`config.mk`:
```
export PLATFORM = sky130hd
export DESIGN_NAME = stgf_ctrl
export DESIGN_NICKNAME = d
export VERILOG_FILES = /design/src/design/stgf_pkg.sv /design/src/design/stgf_ctrl.sv
export SDC_FILE = /design/constraint.sdc
export NUM_CORES = 1
export LEC_CHECK = 0
export ABC_AREA = 1
export BUFFER_PORTS_ARGS = -buffer_cell sky130_fd_sc_hd__buf_2
export CORE_AREA = 10 10 47 49
export DETAILED_ROUTE_END_ITERATION = 16
export DIE_AREA = 0 0 57 59
export PLACE_DENSITY_LB_ADDON = 0.2
export SKIP_LAST_GASP = 1
export SLEW_MARGIN = 10
export SYNTH_ARGS = -nofsm -noshare
export SYNTH_HDL_FRONTEND = slang
export SYNTH_SLANG_ARGS = --single-unit
```
`constraint.sdc`:
```
create_clock -name clk_i -period 0.9 [get_ports clk_i]
set_input_delay 0.135 -clock clk_i [delete_from_list [all_inputs] [get_ports clk_i]]
set_output_delay 0.135 -clock clk_i [all_outputs]
set_load 0.02 [all_outputs]
```
`src/design/stgf_pkg.sv`:
```
package stgf_pkg;

  localparam int SineTableBits = 10;
  localparam int PhaseBits     = 32;
  localparam int SineEntries   = (2 ** SineTableBits) + 1;
  localparam int RomAddrBits   = SineTableBits + 1;
  localparam int QuarterSize   = 2 ** SineTableBits;

  localparam logic [24:0] EnvOne = 25'h100_0000;

  localparam logic [31:0] PhaseIncReset   = 32'd0;
  localparam logic [15:0] AmplitudeReset  = 16'd524;
  localparam logic        WideReset       = 1'b0;
  localparam logic        StereoReset     = 1'b1;
  localparam logic [23:0] FadeLengthReset = 24'd4410;
  localparam logic [24:0] FadeStepReset   = 25'd3804;

  localparam logic [30:0] FullScaleNarrow = 31'd32767;
  localparam logic [30:0] FullScaleWide   = 31'h7FFF_FFFF;

  typedef enum logic [2:0] {
    CFG_PHASE_INC   = 3'd0,
    CFG_AMPLITUDE   = 3'd1,
    CFG_WIDE        = 3'd2,
    CFG_STEREO      = 3'd3,
    CFG_FADE_LENGTH = 3'd4,
    CFG_FADE_STEP   = 3'd5
  } cfg_index_e;

  typedef enum logic [1:0] {
    FADE_NONE = 2'd0,
    FADE_IN   = 2'd1,
    FADE_OUT  = 2'd2
  } fade_req_e;

  typedef enum logic [2:0] {
    ST_IDLE,
    ST_MUL_AMP,
    ST_MUL_ENV,
    ST_MUL_SCALE,
    ST_LOAD
  } ctrl_state_e;

  typedef struct packed {
    logic       frame_request;
    logic [1:0] fade_request;
  } in_item_t;

  typedef struct packed {
    logic signed [31:0] sample;
    logic               channel;
    logic               last_channel;
    logic               fade_out_done;
  } out_item_t;

  typedef struct packed {
    logic accept;     // transfer on the input channel
    logic frame;      // accepted item asks for a frame
    logic mul_amp;
    logic mul_env;
    logic mul_scale;
    logic load;       // move the finished sample into the output stage
  } ctrl_cmd_t;

  typedef struct packed {
    logic out_busy;
  } dp_status_t;

  typedef logic [30:0] sine_rom_t [SineEntries];

  // Quarter-wave sine in Q1.30, Taylor series to the x^13 term.
  function automatic sine_rom_t build_sine_rom();
    sine_rom_t   rom;
    logic [63:0] x;
    logic [63:0] x2;
    logic [63:0] t;
    logic [63:0] s;
    for (int i = 0; i < SineEntries; i++) begin
      x  = (64'(i) * 64'd1686629713) >> SineTableBits;
      x2 = (x * x) >> 30;
      t  = x;
      s  = x;
      t  = ((t * x2) >> 30) / 64'd6;
      s  = (s >= t) ? s - t : 64'd0;
      t  = ((t * x2) >> 30) / 64'd20;
      s  = s + t;
      t  = ((t * x2) >> 30) / 64'd42;
      s  = (s >= t) ? s - t : 64'd0;
      t  = ((t * x2) >> 30) / 64'd72;
      s  = s + t;
      t  = ((t * x2) >> 30) / 64'd110;
      s  = (s >= t) ? s - t : 64'd0;
      t  = ((t * x2) >> 30) / 64'd156;
      s  = s + t;
      if (s > 64'h4000_0000) begin
        s = 64'h4000_0000;
      end
      rom[i] = s[30:0];
    end
    return rom;
  endfunction

  localparam sine_rom_t SineRom = build_sine_rom();

endpackage

```
`src/design/stgf_ctrl.sv`:
```
module stgf_ctrl
  import stgf_pkg::*;
(
  input  logic       clk_i,
  input  logic       rst_ni,
  input  logic       in_valid_i,
  input  logic       frame_request_i,
  input  dp_status_t status_i,
  output ctrl_cmd_t  cmd_o,
  output logic       in_stall_o
);

  ctrl_state_e state_q, state_d;

  always_ff @(posedge clk_i or negedge rst_ni) begin
    if (!rst_ni) begin
      state_q <= ST_IDLE;
    end else begin
      state_q <= state_d;
    end
  end

  always_comb begin
    state_d = state_q;
    unique case (state_q)
      ST_IDLE: begin
        if (in_valid_i && frame_request_i) begin
          state_d = ST_MUL_AMP;
        end
      end
      ST_MUL_AMP:   state_d = ST_MUL_ENV;
      ST_MUL_ENV:   state_d = ST_MUL_SCALE;
      ST_MUL_SCALE: state_d = ST_LOAD;
      ST_LOAD: begin
        if (!status_i.out_busy) begin
          state_d = ST_IDLE;
        end
      end
      default: state_d = ST_IDLE;
    endcase
  end

  always_comb begin
    cmd_o      = '0;
    in_stall_o = 1'b1;
    unique case (state_q)
      ST_IDLE: begin
        in_stall_o   = 1'b0;
        cmd_o.accept = in_valid_i;
        cmd_o.frame  = in_valid_i && frame_request_i;
      end
      ST_MUL_AMP:   cmd_o.mul_amp   = 1'b1;
      ST_MUL_ENV:   cmd_o.mul_env   = 1'b1;
      ST_MUL_SCALE: cmd_o.mul_scale = 1'b1;
      ST_LOAD:      cmd_o.load      = !status_i.out_busy;
      default: ;
    endcase
  end

endmodule

```
# Yosys cells after proc, flatten, opt, wreduce, memory -nomap -nowiden
# Cells that the tools add are included.
[totals]
output_inout_bits = 7
input_bits = 5
wordCells = 20
ff_bits = 3
[op_classes]
muxes = 9
n_reduce_logical = 4
n_eq_ne = 6
[ops]
columns = ["cell", "count"]
rows = [
  ["$pmux W3 S5", 1],
  ["$eq A3 B2 Y1 const B", 2],
  ["$mux W3", 2],
  ["$mux W1", 5],
  ["$ne A2 B2 Y1 const B", 2],
  ["$eq A3 B1 Y1 const B", 1],
  ["$eq A3 B3 Y1 const B", 1],
  ["$logic_not A3 Y1", 1],
  ["$mux W2", 1],
  ["$reduce_and A2 Y1", 1],
  ["$logic_and A1 B1 Y1", 1],
  ["$logic_not A1 Y1", 1],
]

# Longest topological paths before layout
[logic_depth]
ltp_word = 3
depth_mapped = 4
ltp_nobuf = 4

# Worst setup path before layout
# Ideal clock, no wire load.
[synth_path]
path_kind = "register -> output"
from = "register state_q[0]"
to = "output cmd_o[4] in the netlist's numbering"
n_path_buf = 0
stages_incl_launch_ff = 4
arrival_time_ns = 1.037
slack_ns = -0.272
required_ns = 0.765
cell_sequence = "dfrtp_1 > nor2_2 > nand2_1 > nor2_1"
[synth_lines]
columns = ["element", "line", "source"]
rows = [
  ["start: declaration", "stgf_ctrl.sv:13", "ctrl_state_e state_q, state_d;"],
  ["start signal: assignment", "stgf_ctrl.sv:19", "state_q <= state_d;"],
  ["end: declaration", "stgf_ctrl.sv:9", "output ctrl_cmd_t cmd_o,"],
]

==> results_dict.tcl <==
set metrics [dict create \
    outcome "complete, but fails checks" \
    failing_checks "negative setup slack" \
    mappedNetlistNets 32 \
    worst-r2r-cell-count 4 \
    start_util 0.129 \
    relative_max_transition_margin 0.895 \
    gp_routability_congestion 0.711 \
    timing_max_transition_violations_final 0 \
    n_antenna_cell 0 \
    crit_type "register to output port" \
    first_global_vias 265 \
    rr_endpoint "state_q[1]" \
    globalRoute.totalOverflow 0 \
    postSynthAreaPerCell_sq_um 6.72 \
    ctsLongestPathBuffers 2 \
    syn-instance-count 27 \
    rr_startpoint "state_q[2]" \
    layout_top_registers "state_q x3" \
    detailroute.via_count 238 \
    largest_family_of_logic_cells_by_synthesized_area "simple AND/OR/NAND/NOR gates" \
    final_cell_area_sq_um 438 \
    wire_per_inst_microns 8.60 \
    power.ir.vdd_worst_mv 1.72 \
    max_flop_register "state_q" \
    grt_use_total 0.0368 \
    std_cell_rows 14 \
    grt_antenna_before_repair 0 \
    routed_wirelength_microns 559 \
    mappedNetlistArea_sq_um 181 \
    die_y_microns 59 \
    die_x_microns 57 \
    fillers 170 \
    timing.final.ws_setup_ps -332 \
    post_synth_xor_area_fraction 0 \
    powerDensity_nw_per_um2 4140 \
    insertion_delay_ps 230 \
    cts-root-buf "sky130_fd_sc_hd__clkbuf_4" \
    arrival_ps 1100 \
    yosys.area_share.simple 0.366 \
    timing.critical_path.required_ps 760 \
    post_dp_hpwl_microns 488 \
    r2r_slack_ps -50 \
    design.core.area_sq_um 1400 \
    hold_viol_final 0 \
    grt_max_degree 6 \
    drtAntennaViolNets 0 \
    max_cap_violations 0 \
    h_tree_depth_reported_by_cts 1 \
    worst_hold_path_type "input pin to async pin" \
    dpl_cell_area_sq_um 337 \
    start_kind "register" \
    seq_area_frac_synth 0.414 \
    first_pass_iters 1 \
    numClockSinks 3 \
    total_power_mw 1.81 \
    tritoncts_clock_tree "done" \
    ys_warn_count 0 \
    finalCritPeriodShare 1.37 \
    route.detailed.vias_per_inst 3.66 \
    post-route-min-period_ps 1230 \
    postSynthRegisterBits 3 \
    total_leakage_power_nw 0.214 \
    drtIter0Drc 0 \
    ys_types 9 \
    worst_path_maximum_fanout 3 \
    cp-end-kind "output port" \
    finalClockSkew_ps 2.10 \
    num_io_pins 12 \
    unrepaired_setup_endpoints_after_global_routing "true" \
    yosys.area_share.adder 0 \
    port_buffers 11 \
    cts.clk_slew.worst_paths_ps 40 \
    largest_reg_flops 3 \
    layout.nets 55 \
    complex_gate_fraction_of_the_synthesized_area 0.0759 \
    drive_above_1_share 0.735 \
    overall_die_area_sq_um 3360 \
    post_synthesis_to_final_layout_area_growth_pct 141 \
    maxClockFrequency_ghz 0.812 \
    synth.area.mux_share 0 \
    drt_drc_violations_left 0 \
    cts-buffers-inserted 3 \
    first_pass_grt_wire_length_microns 986 \
    worst_pin_slew_ps 157 \
    setup_viol 9 \
]
==> synth_stat cells (all sizes together) <==
| cell | instances | area [sq um] |
|---|---|---|
| dfrtp | 3 | 75.1 |
| inv | 5 | 18.8 |
| nor2 | 8 | 32.5 |
| nand2 | 5 | 18.8 |
| nand3 | 3 | 15.0 |
| buf | 1 | 7.51 |
| o21ai | 2 | 13.8 |
==> cells by family after synthesis <==
| group | after synthesis |
|---|---|
| flip-flops | 3 |
| AO/OA/AOI/OAI | 2 |
| AND/OR/NAND/NOR | 16 |
| buffers and inverters | 6 |
==> area by class of cell <==
| class | instances | area, sq um | area share |
|---|---|---|---|
| Clock buffer | 4 | 26.3 | 0.0600 |
| Inverter | 5 | 18.8 | 0.0429 |
| Multi-Input combinational cell | 18 | 138 | 0.314 |
| Sequential cell | 3 | 76.3 | 0.174 |
| Tap cell | 16 | 20.0 | 0.0457 |
| Timing Repair Buffer | 19 | 159 | 0.363 |
==> worst max-delay path by stage <==
stage / start / end / depth (start not counted)
global route: state_q[2] / cmd_o[4] / 4
detailed placement: state_q[0] / cmd_o[0] / 4
global placement: state_q[0] / cmd_o[2] / 4
finish: state_q[2] / cmd_o[4] / 4
CTS: state_q[2] / cmd_o[5] / 4
floorplan: state_q[0] / cmd_o[4] / 3
==> cells in the final DEF, fill, tap and decap left out <==
cell / count
sky130_fd_sc_hd__nand2_1: 2
sky130_fd_sc_hd__nand2_2: 2
sky130_fd_sc_hd__buf_4: 6
sky130_fd_sc_hd__buf_6: 7
sky130_fd_sc_hd__nand3_1: 3
sky130_fd_sc_hd__inv_2: 3
sky130_fd_sc_hd__o21ai_1: 1
sky130_fd_sc_hd__dlygate4sd3_1: 1
sky130_fd_sc_hd__nand2_4: 1
sky130_fd_sc_hd__o21ai_2: 1
sky130_fd_sc_hd__dfrtp_2: 1
sky130_fd_sc_hd__inv_1: 2
sky130_fd_sc_hd__dfrtp_1: 2
sky130_fd_sc_hd__nor2_2: 1
sky130_fd_sc_hd__buf_2: 5
sky130_fd_sc_hd__clkbuf_4: 3
sky130_fd_sc_hd__nor2_4: 6
sky130_fd_sc_hd__clkbuf_1: 1
sky130_fd_sc_hd__nor2_1: 1
==> per-layer routing <==
| layer | vias up | global-route usage | routed length, microns |
|---|---|---|---|
| li1 | 126 | - | - |
| met1 | 106 | 0.0369 | 203 |
| met2 | 6 | 0.0512 | 300 |
| met3 | 0 | 0.0258 | 55 |
| met4 | 0 | 0.0302 | 0 |
| met5 | - | 0 | 0 |
==> critical path, cell delays in order, from the launching register on <==
cell	delay [ps]
sky130_fd_sc_hd__dfrtp_1	410
sky130_fd_sc_hd__nor2_4	180
sky130_fd_sc_hd__nand2_4	90
sky130_fd_sc_hd__nor2_4	80
sky130_fd_sc_hd__buf_6	120
==> stage by stage <==
| step | setup TNS (ps) | utilization | hold slack (ps) | cells | worst slack (ps) |
|---|---|---|---|---|---|
| 2_1_floorplan | -148 | - | -161 | 27 | -45.8 |
| 3_3_place_gp | -927 | 0.240 | -68.6 | 59 | -140 |
| 3_5_place_dp | -841 | 0.240 | -68.4 | 59 | -134 |
| 4_1_cts | -2430 | 0.296 | 236 | 65 | -349 |
| 5_1_grt | -2710 | 0.313 | 255 | 65 | -395 |
| 6_report | -2220 | 0.313 | 232 | 65 | -332 |
==> power breakdown <==
part,internal (mW),switching [mW]
sequential,0.209,0.0827
clock,0.166,0.0633
combinational,0.615,0.676
total,0.990,0.822
==> repair_timing <==
action / CTS / global route
pin swaps: 7 / 1
endpoints found under the setup margin: 9 / 10
endpoints found under the hold margin: 3 / 0
setup buffers: 2 / 1
resized for setup: 13 / 9
hold buffers: 1 / 0
Note: power is estimated with default switching activity, not from simulation.
